--- src/rtl/ccc_pkg.sv ---
`default_nettype none
package ccc_pkg;

    typedef struct packed {
        logic [13:0] year;
        logic [3:0]  month;
        logic [4:0]  day;
        logic [2:0]  weekday;
        logic [4:0]  hour;
        logic [5:0]  minute;
        logic [5:0]  second;
    } cal_t;

    localparam cal_t CAL_RESET = '{
        year:    14'd2022,
        month:   4'd4,
        day:     5'd30,
        weekday: 3'd6,
        hour:    5'd23,
        minute:  6'd59,
        second:  6'd40
    };

    localparam logic [5:0]  SEC_TOP     = 6'd59;
    localparam logic [5:0]  MIN_TOP     = 6'd59;
    localparam logic [4:0]  HOUR_TOP    = 5'd23;
    localparam logic [2:0]  WEEKDAY_TOP = 3'd6;
    localparam logic [3:0]  MONTH_TOP   = 4'd12;
    localparam logic [13:0] YEAR_TOP    = 14'd9999;

    // year / 100 as (year * YEAR_RECIP) >> YEAR_SHIFT, exact for any 14-bit year
    localparam int          YEAR_SHIFT  = 22;
    localparam logic [15:0] YEAR_RECIP  = 16'd41944;
    localparam int          YEAR_QW     = 8;

    function automatic logic [4:0] month_len(input logic [3:0] month,
                                             input logic [13:0] year);
        logic [4:0] len;
        len = 5'd31;
        unique case (month)
            4'd4, 4'd6, 4'd9, 4'd11: len = 5'd30;
            4'd2:                    len = (year[1:0] == 2'b00) ? 5'd29 : 5'd28;
            default:                 len = 5'd31;
        endcase
        return len;
    endfunction

    // tens and units of a value below 100, thresholds compared in parallel
    function automatic logic [7:0] two_digits(input logic [6:0] value);
        logic [3:0] tens;
        logic [6:0] units;
        tens = 4'd0;
        for (int k = 1; k < 10; k++) begin
            if (value >= 7'(k * 10)) begin
                tens = 4'(k);
            end
        end
        units = value - ({3'b000, tens} << 3) - ({3'b000, tens} << 1);
        return {tens, units[3:0]};
    endfunction

endpackage
`default_nettype wire

--- src/rtl/ccc_tick.sv ---
`default_nettype none
module ccc_tick
    import ccc_pkg::*;
(
    input  cal_t cur,
    input  logic load,
    input  cal_t load_val,
    output cal_t nxt
);

    logic [5:0]  sec_inc;
    logic [5:0]  min_inc;
    logic [4:0]  hour_inc;
    logic [2:0]  wd_inc;
    logic [5:0]  day_inc;
    logic [13:0] year_inc;
    logic        sec_wrap;
    logic        min_wrap;
    logic        hour_wrap;
    logic        day_wrap;
    logic        month_wrap;

    always_comb begin
        sec_inc    = cur.second + 6'd1;
        min_inc    = cur.minute + 6'd1;
        hour_inc   = cur.hour + 5'd1;
        wd_inc     = cur.weekday + 3'd1;
        day_inc    = {1'b0, cur.day} + 6'd1;
        year_inc   = (cur.year >= YEAR_TOP) ? 14'd0 : cur.year + 14'd1;
        // width wrap to zero carries as well
        sec_wrap   = (sec_inc > SEC_TOP) || (sec_inc == 6'd0);
        min_wrap   = (min_inc > MIN_TOP) || (min_inc == 6'd0);
        hour_wrap  = (hour_inc > HOUR_TOP) || (hour_inc == 5'd0);
        day_wrap   = day_inc > {1'b0, month_len(cur.month, cur.year)};
        month_wrap = cur.month >= MONTH_TOP;
    end

    always_comb begin
        nxt = cur;
        if (load) begin
            nxt = load_val;
        end else begin
            nxt.second = sec_wrap ? 6'd0 : sec_inc;
            if (sec_wrap) begin
                nxt.minute = min_wrap ? 6'd0 : min_inc;
                if (min_wrap) begin
                    nxt.hour = hour_wrap ? 5'd0 : hour_inc;
                    if (hour_wrap) begin
                        nxt.weekday = (wd_inc > WEEKDAY_TOP) ? 3'd0 : wd_inc;
                        nxt.day     = day_wrap ? 5'd1 : day_inc[4:0];
                        if (day_wrap) begin
                            if (month_wrap) begin
                                nxt.month = 4'd1;
                                nxt.year  = year_inc;
                            end else begin
                                nxt.month = cur.month + 4'd1;
                            end
                        end
                    end
                end
            end
        end
    end

endmodule
`default_nettype wire

--- src/rtl/ccc_digits.sv ---
`default_nettype none
module ccc_digits
    import ccc_pkg::*;
(
    input  cal_t                cal,
    input  logic [YEAR_QW-1:0]  year_q,
    output logic [47:0]         digits
);

    logic [13:0] year_hund;
    logic [13:0] year_rem;

    always_comb begin
        year_hund = 14'({6'b0, year_q} * 14'd100);
        year_rem  = cal.year - year_hund;
        digits = {two_digits(year_rem[6:0]),
                  two_digits({3'b000, cal.month}),
                  two_digits({2'b00, cal.day}),
                  two_digits({2'b00, cal.hour}),
                  two_digits({1'b0, cal.minute}),
                  two_digits({1'b0, cal.second})};
    end

endmodule
`default_nettype wire

--- src/rtl/calendar_clock_counter.sv ---
// calendar_clock_counter: real-time-clock calendar with a display digit output
//
// input channel (s_valid/s_ready): each transfer is a one-second tick
// (s_kind = 0) or a load of the full date and time from the s_load_* ports
// (s_kind = 1). the calendar advances at the input transfer, so the next
// item sees the updated date at once.
// result channel (m_valid/m_ready): one result per input item, in order:
// the date and time after that item plus twelve packed decimal digits
// (year mod 100, month, day, hour, minute, second).
// throughput: one item per cycle while m_ready is high. latency: three
// registers (tick register, year quotient register, digit and output
// register); m_valid rises once an item has passed through all three.
// when m_ready is low the result register holds and the stages behind it
// fill; s_ready drops only once all three stages are full.
// reset (aresetn low, synchronous) empties the pipeline and sets the
// calendar to 2022-04-30, Saturday, 23:59:40.
`default_nettype none
module calendar_clock_counter
    import ccc_pkg::*;
(
    input  wire logic        aclk,
    input  wire logic        aresetn,
    input  wire logic        s_valid,
    output logic             s_ready,
    input  wire logic        s_kind,
    input  wire logic [13:0] s_load_year,
    input  wire logic [3:0]  s_load_month,
    input  wire logic [4:0]  s_load_day,
    input  wire logic [2:0]  s_load_weekday,
    input  wire logic [4:0]  s_load_hour,
    input  wire logic [5:0]  s_load_minute,
    input  wire logic [5:0]  s_load_second,
    output logic             m_valid,
    input  wire logic        m_ready,
    output logic [13:0]      m_year,
    output logic [3:0]       m_month,
    output logic [4:0]       m_day,
    output logic [2:0]       m_weekday,
    output logic [4:0]       m_hour,
    output logic [5:0]       m_minute,
    output logic [5:0]       m_second,
    output logic [47:0]      m_display_digits
);

    cal_t               cal_reg;
    cal_t               cal_next;
    cal_t               load_val;
    cal_t               a_cal_reg;
    cal_t               b_cal_reg;
    cal_t               m_cal_reg;
    logic               a_valid_reg;
    logic               b_valid_reg;
    logic               m_valid_reg;
    logic               a_valid_next;
    logic               b_valid_next;
    logic               m_valid_next;
    logic [YEAR_QW-1:0] b_q_reg;
    logic [YEAR_QW-1:0] b_q_next;
    logic [29:0]        year_prod;
    logic [47:0]        m_digits_reg;
    logic [47:0]        m_digits_next;
    logic               s_xfer;
    logic               a_load;
    logic               b_load;
    logic               c_load;

    assign load_val = '{
        year:    s_load_year,
        month:   s_load_month,
        day:     s_load_day,
        weekday: s_load_weekday,
        hour:    s_load_hour,
        minute:  s_load_minute,
        second:  s_load_second
    };

    ccc_tick u_tick (
        .cur      (cal_reg),
        .load     (s_kind),
        .load_val (load_val),
        .nxt      (cal_next)
    );

    // each stage takes a new entry when empty or when its entry moves on
    assign c_load  = !m_valid_reg || m_ready;
    assign b_load  = !b_valid_reg || c_load;
    assign a_load  = !a_valid_reg || b_load;
    assign s_ready = a_load;
    assign s_xfer  = s_valid && s_ready;

    always_comb begin
        a_valid_next = a_load ? s_xfer : a_valid_reg;
        b_valid_next = b_load ? a_valid_reg : b_valid_reg;
        m_valid_next = c_load ? b_valid_reg : m_valid_reg;
        year_prod    = 30'(a_cal_reg.year) * 30'(YEAR_RECIP);
        b_q_next     = year_prod[YEAR_SHIFT +: YEAR_QW];
    end

    ccc_digits u_digits (
        .cal    (b_cal_reg),
        .year_q (b_q_reg),
        .digits (m_digits_next)
    );

    always_ff @(posedge aclk) begin
        if (!aresetn) begin
            cal_reg     <= CAL_RESET;
            a_valid_reg <= 1'b0;
            b_valid_reg <= 1'b0;
            m_valid_reg <= 1'b0;
        end else begin
            if (s_xfer) begin
                cal_reg <= cal_next;
            end
            a_valid_reg <= a_valid_next;
            b_valid_reg <= b_valid_next;
            m_valid_reg <= m_valid_next;
        end
    end

    always_ff @(posedge aclk) begin
        if (s_xfer) begin
            a_cal_reg <= cal_next;
        end
        if (b_load && a_valid_reg) begin
            b_cal_reg <= a_cal_reg;
            b_q_reg   <= b_q_next;
        end
        if (c_load && b_valid_reg) begin
            m_cal_reg    <= b_cal_reg;
            m_digits_reg <= m_digits_next;
        end
    end

    assign m_valid          = m_valid_reg;
    assign m_year           = m_cal_reg.year;
    assign m_month          = m_cal_reg.month;
    assign m_day            = m_cal_reg.day;
    assign m_weekday        = m_cal_reg.weekday;
    assign m_hour           = m_cal_reg.hour;
    assign m_minute         = m_cal_reg.minute;
    assign m_second         = m_cal_reg.second;
    assign m_display_digits = m_digits_reg;

endmodule
`default_nettype wire

--- config.mk ---
export PLATFORM = sky130hd
export DESIGN_NAME = calendar_clock_counter
export DESIGN_NICKNAME = d
export VERILOG_FILES = /design/src/rtl/ccc_pkg.sv /design/src/rtl/ccc_tick.sv /design/src/rtl/ccc_digits.sv /design/src/rtl/calendar_clock_counter.sv
export SDC_FILE = /design/constraint.sdc
export NUM_CORES = 1
export LEC_CHECK = 0
export BUFFER_PORTS_ARGS = -buffer_cell sky130_fd_sc_hd__buf_2
export CORE_MARGIN = 2
export CORE_UTILIZATION = 30
export CTS_CLUSTER_SIZE = 20
export DETAILED_ROUTE_END_ITERATION = 10
export MAX_ROUTING_LAYER = met4
export PLACE_DENSITY_LB_ADDON = 0.12
export SYNTH_ARGS = -nofsm -noshare
export SYNTH_HDL_FRONTEND = slang
export SYNTH_SLANG_ARGS = --single-unit
--- constraint.sdc ---
create_clock -name aclk -period 5.18 [get_ports aclk]
set_input_delay 1.036 -clock aclk [delete_from_list [all_inputs] [get_ports aclk]]
set_output_delay 1.036 -clock aclk [all_outputs]
set_load 0.01 [all_outputs]
==> results of run 1 <==
worst max-delay path: stages, from the launching register on:
cell      delay [ns]
edfxtp_1        0.49
buf_4           0.19
fa_1            0.47
ha_1            0.32
fa_1            0.47
fa_1            0.55
inv_1           0.06
fa_1            0.45
inv_1           0.08
ha_1            0.25
a222oi_1        0.32
nand3_1         0.11
a31oi_1         0.15
o41a_1          0.22
o311ai_1        0.15
a21oi_1         0.20
xnor2_1         0.08
per-stage QoR:
| stage | std cells | worst slack (ns) | area, um2 | utilization |
|---|---|---|---|---|
| final | 2008 | 0.338 | 16000 | 0.356 |
| after global routing | 2008 | 0.0677 | 16000 | 0.356 |
| after CTS | 1999 | 0.185 | 16000 | 0.354 |
| after detailed placement | 1950 | 0.202 | 15000 | 0.333 |
| after global placement | 1950 | 0.267 | 15000 | 0.333 |
| after floorplan | 1255 | 0.00824 | 13700 | - |
power by group:
group	total [W]	internal (W)	switching, W
registers	0.00225	0.00215	0.0000989
logic	0.00269	0.00119	0.00150
clock network	0.00208	0.00128	0.000798
repair_timing:
item	CTS	global route
endpoints found under the setup margin	0	1
setup buffers	0	9
gates resized for setup	0	1
cells by family (layout without fill, tap and decap cells):
logic type / Yosys count / count (layout) / share of synthesized area
AND/OR/NAND/NOR: 301 / 301 / 0.108
buffers and inverters: 235 / 388 / 0.0686
AO/OA/AOI/OAI: 230 / 230 / 0.116
flip-flops: 219 / 219 / 0.449
adder cells (fa/ha/maj): 201 / 201 / 0.219
XOR/XNOR: 54 / 54 / 0.0357
multiplexers: 6 / 6 / 0.00459
other: 1 / 9 / 0.000275
per-layer routing:
metal | wire length [um] | vias up
met5 | 0 | -
met4 | 580 | 0
met3 | 1630 | 34
met2 | 14000 | 184
met1 | 17200 | 4419
li1 | - | 4662
how the worst max path moves through the flow:
stage / slack (ns) / endpoint / from
3_5_place_dp: 0.20 / b_q_reg[4]$_DFFE_PP_ / a_cal_reg[38]$_DFFE_PP_
4_1_cts: 0.18 / b_q_reg[4]$_DFFE_PP_ / a_cal_reg[38]$_DFFE_PP_
2_1_floorplan: 0.008 / b_cal_reg[0]$_DFFE_PP_ / m_ready
3_3_place_gp: 0.27 / b_q_reg[4]$_DFFE_PP_ / a_cal_reg[38]$_DFFE_PP_
6_report: 0.34 / b_q_reg[4]$_DFFE_PP_ / a_cal_reg[40]$_DFFE_PP_
5_1_grt: 0.07 / b_q_reg[4]$_DFFE_PP_ / a_cal_reg[39]$_DFFE_PP_
cell usage in the layout (no fill, tap or decap), types with 12 or more instances in the layout:
| cell type | netlist | routed |
|---|---|---|
| a21oi_1 | 42 | 42 |
| a31oi_1 | 16 | 16 |
| buf_2 | 6 | 131 |
| buf_4 | 10 | 28 |
| clkbuf_16 | 0 | 27 |
| dfxtp_1 | 46 | 46 |
| edfxtp_1 | 173 | 173 |
| fa_1 | 63 | 63 |
| ha_1 | 136 | 136 |
| inv_1 | 178 | 178 |
| nand2_1 | 92 | 91 |
| nand3_1 | 41 | 41 |
| nand4_1 | 13 | 13 |
| nor2_1 | 77 | 77 |
| nor3_1 | 12 | 12 |
| o21ai_0 | 52 | 52 |
| o31ai_1 | 13 | 12 |
| xnor2_1 | 38 | 38 |
| xor2_1 | 15 | 15 |
layout make-up:
class | count | area share
multi-input cells | 801 | 0.414
flip-flops and latches | 219 | 0.381
repair buffers | 160 | 0.0552
well taps | 600 | 0.0468
clock buffers | 33 | 0.0466
inverters | 179 | 0.0419
clock inverters | 16 | 0.0143
==> results.yml, run 1 <==
sta:
  whs_ns: 0.416
  setup_tns_ns: 0
  min_period_ns: 4.84
  relSlewSlack: 0.258
  rsz0062_at_grt: "false"
  final.setup_skew_ns: 0.0131
  slew_viol_final: 0
  finalHoldViolations: 0
  fin_crit_sh: 0.935
  fmax_mhz: 207
  max_slew.worst_pin.slew_ns: 1.11
  setup_viol: 0
clock_network:
  worstSkewPairLatency_ns: 0.57
  htree_levels: 1
  cts_tree: "done"
  numCtsBuffers: 27
  ctsHoldBuffers: 0
  cts_buffer_depth: 3
  clk_pin_slew_worst_paths_ns: 0.06
  cts_root_buf: "clkbuf_16"
  clock_sinks: 219
logic_synthesis:
  synthTopCellsByCount: "inv_1 (178), edfxtp_1 (173), ha_1 (136)"
  async_reset_ff_frac: 0
  synth_top_flop_cell: "edfxtp_1"
  synth_edf_count: 173
  avgSynthCellArea_um2: 10.9
  ys_ff_latch: 219
  ys_seq_area_frac: 0.449
  synth_largest_area_cell: "edfxtp_1"
  yosysMostFrequentCell: "inv_1"
  synth_area_leaders: "edfxtp_1 (38%), ha_1 (12%), fa_1 (9.3%)"
  synthCells: 1247
  ys_types: 85
  ys.warnings.count: 0
  synth_area_um2: 13600
  synth.top_cell.area_share: 0.381
final_layout:
  final_nets: 1635
  fillers: 4508
  drive_gt1_frac: 0.165
  seqCellArea_um2: 6120
  area.growth.synth_to_final_pct: 17.7
  multi_input_area_um2: 6650
  antennaDiodeCount: 0
worst_hold_path:
  hp-class: "flop to flop"
  min-delay-start: "a_cal_reg[1]$_DFFE_PP_"
  worst_hold_path.endpoint: "b_cal_reg[1]$_DFFE_PP_"
  whs_path_depth: 0
die:
  die_w_um: 217
  dieArea_um2: 47200
  io_pins: 141
  die_y_um: 217
  core_area_um2: 45100
  start_util: 0.302
  num_rows: 78
place:
  finalWeightedCongestion: 0.865
  dpl.hpwl_um: 24500
  port-buffer-count: 131
routing:
  routedWlPerCell_um: 16.6
  drc: 0
  detail-route-antenna-nets: 0
  first_iter_violations: 505
  totalWireLength_um: 33400
  via_per_inst: 4.63
  drt_first_pass_iters: 5
  vias: 9299
global_routing:
  grt_max_degree: 67
  met2_usage: 0.206
  antenna_found_initial: 1
  grtUsageTotal: 0.146
  grtUsageMet3: 0.0208
  grt_busiest_layer: "met1"
  use_met1: 0.218
  grt_pass1_vias: 9280
  grt_pass1_wl_um: 52600
  grt_overflow: 0
critical_path:
  crit_arrival_ns: 5.14
  r2r_slack_ns: 0.34
  worst-path-max-fanout: 5
  reg2regPathDepth: 16
  start_kind: "flop"
  cp.required_ns: 5.48
  worstReg2RegStart: "a_cal_reg[40]$_DFFE_PP_"
  crit_type: "flop to flop"
  cp-end-kind: "flop"
  r2r_end: "b_q_reg[4]$_DFFE_PP_"
job:
  cap_violations: 0
pwr:
  power_density_nw_per_um2: 437
  total_power_w: 0.00701
  power.leakage_nw: 6.86
  irDropWorstVdd_uv: 288
run_status:
  status: "complete, no violations"
Power figures use the tool's default switching activity.
==> run 2, diff against run 1 <==
--- a/config.mk
+++ b/config.mk
@@ -8,10 +8,9 @@
 export BUFFER_PORTS_ARGS = -buffer_cell sky130_fd_sc_hd__buf_2
 export CORE_MARGIN = 2
 export CORE_UTILIZATION = 30
-export CTS_CLUSTER_SIZE = 20
 export DETAILED_ROUTE_END_ITERATION = 10
 export MAX_ROUTING_LAYER = met4
-export PLACE_DENSITY_LB_ADDON = 0.12
+export PLACE_DENSITY = 0.52
 export SYNTH_ARGS = -nofsm -noshare
 export SYNTH_HDL_FRONTEND = slang
 export SYNTH_SLANG_ARGS = --single-unit
==> run 2 against run 1 <==
Against the previous run: worst hold slack improved by 0.0015 ns; non-clock buffer count fell by 1; via count rose by 0.77%; sequential power barely moved; final cell count barely moved; wire length fell by 5.0%; sequential share of layout area rose by 0.22 points; clock skew rose by 0.0034 ns; total power fell by 1.6%; die area did not move.
==> results.yml, run 2 (same netlist as run 1, synthesis figures left out) <==
run_status:
  status: "complete, no violations"
clock_network:
  numCtsBuffers: 25
  clk_pin_slew_worst_paths_ns: 0.06
  htree_levels: 1
  cts_tree: "done"
  worstSkewPairLatency_ns: 0.53
  cts_root_buf: "clkbuf_16"
  cts_buffer_depth: 3
  clock_sinks: 219
routing:
  vias: 9371
  drc: 0
  via_per_inst: 4.67
  drt_first_pass_iters: 5
  totalWireLength_um: 31800
  detail-route-antenna-nets: 0
  first_iter_violations: 395
  routedWlPerCell_um: 15.8
global_routing:
  use_met1: 0.193
  grt_overflow: 0
  grtUsageMet3: 0.0228
  met2_usage: 0.207
  grt_pass1_wl_um: 50400
  antenna_found_initial: 3
  grt_busiest_layer: "met2"
  grt_max_degree: 83
  grtUsageTotal: 0.138
  grt_pass1_vias: 9084
worst_hold_path:
  whs_path_depth: 0
  hp-class: "flop to flop"
critical_path:
  reg2regPathDepth: 16
  cp-end-kind: "flop"
  start_kind: "flop"
  crit_type: "flop to flop"
  cp.required_ns: 5.45
  crit_arrival_ns: 5.14
  worst-path-max-fanout: 5
final_layout:
  finish.utilization: 0.354
  area.growth.synth_to_final_pct: 17.0
  layout_common_cells: "inv_1 (178), edfxtp_1 (173), ha_1 (136), buf_2 (131), nand2_1 (91)"
  final_common_cell: "inv_1"
  drive_gt1_frac: 0.163
  post-route-cell-area_um2: 16000
  final_nets: 1632
sta:
  fmax_mhz: 205
  setup_viol: 0
  min_period_ns: 4.87
  setup_tns_ns: 0
  fin_crit_sh: 0.939
  slew_viol_final: 0
  relSlewSlack: 0.231
  finalHoldViolations: 0
  final.setup_skew_ns: 0.0166
  max_slew.worst_pin.slew_ns: 1.15
place:
  placed_area_um2: 15000
  port-buffer-count: 131
  finalWeightedCongestion: 0.837
  dpl.hpwl_um: 23300
pwr:
  power_density_nw_per_um2: 432
  power.leakage_nw: 6.80
  irDropWorstVdd_uv: 309
die:
  core_area_um2: 45100
  die_w_um: 217
  num_rows: 78
  io_pins: 141
  start_util: 0.302
  dieArea_um2: 47200
  die_y_um: 217
job:
  cap_violations: 0
-- run 2: cell count changes in the layout (fill, tap and decap cells not counted), moves of 2 or more --
cell / delta
clkbuf_8: -3
diode_2: +3
inv_6: +3
clkbuf_1: +2
clkbuf_16: -2
clkinv_2: -2
-- run 2: worst paths after layout --
path | endpoint | from | slack (ns)
max | b_q_reg[4]$_DFFE_PP_ | a_cal_reg[40]$_DFFE_PP_ | 0.31
max reg2reg | b_q_reg[4]$_DFFE_PP_ | a_cal_reg[40]$_DFFE_PP_ | 0.31
min reg2reg | b_cal_reg[27]$_DFFE_PP_ | a_cal_reg[27]$_DFFE_PP_ | 0.42
min | b_cal_reg[27]$_DFFE_PP_ | a_cal_reg[27]$_DFFE_PP_ | 0.42
-- run 2: where the power goes --
| part | switching [W] | leakage [nW] | internal [W] | total [W] |
|---|---|---|---|---|
| Sequential | 0.0000955 | 2.00 | 0.00215 | 0.00224 |
| Combinational | 0.00154 | 4.38 | 0.00121 | 0.00275 |
| Clock | 0.000743 | 0.424 | 0.00117 | 0.00191 |
| Total | 0.00238 | 6.80 | 0.00453 | 0.00690 |
-- run 2: repair_timing --
action	CTS	global route
buffers inserted	0	13
setup endpoints to repair	0	3
hold buffers	0	0
gates resized for setup	0	4
-- run 2: routing by layer --
| layer | vias up | wire length [um] |
|---|---|---|
| li1 | 4660 | - |
| met1 | 4503 | 15300 |
| met2 | 169 | 14100 |
| met3 | 39 | 1570 |
| met4 | 0 | 770 |
| met5 | - | 0 |
-- run 2: worst max-delay path, stage by stage, from the launching register on --
cell      delay [ns]
edfxtp_1        0.48
buf_6           0.18
fa_1            0.47
ha_1            0.32
fa_1            0.47
fa_1            0.57
inv_1           0.06
fa_1            0.53
inv_1           0.05
ha_1            0.22
a222oi_1        0.36
nand3_1         0.13
a31oi_1         0.15
o41a_1          0.23
o311ai_2        0.14
a21oi_1         0.18
xnor2_1         0.08
-- run 2: layout make-up --
type,instances,area (um2)
Sequential cell,219,6120
Inverter,179,672
Timing Repair Buffer,159,870
Fill cell,4542,29100
Clock inverter,15,218
Antenna cell,3,7.51
Tap cell,600,751
Clock buffer,30,664
Multi-Input combinational cell,801,6660
-- run 2: per-stage QoR --
| stage | instances | hold WS (ns) | setup WS, ns | power [W] |
|---|---|---|---|---|
| floorplan | 1255 | 0.400 | 0.00824 | 0.00436 |
| global placement | 1945 | 0.401 | 0.290 | 0.00495 |
| detailed placement | 1945 | 0.405 | 0.191 | 0.00502 |
| CTS | 1990 | 0.419 | 0.184 | 0.00697 |
| global route | 2006 | 0.421 | -0.00366 | 0.00752 |
| finish | 2006 | 0.417 | 0.314 | 0.00690 |
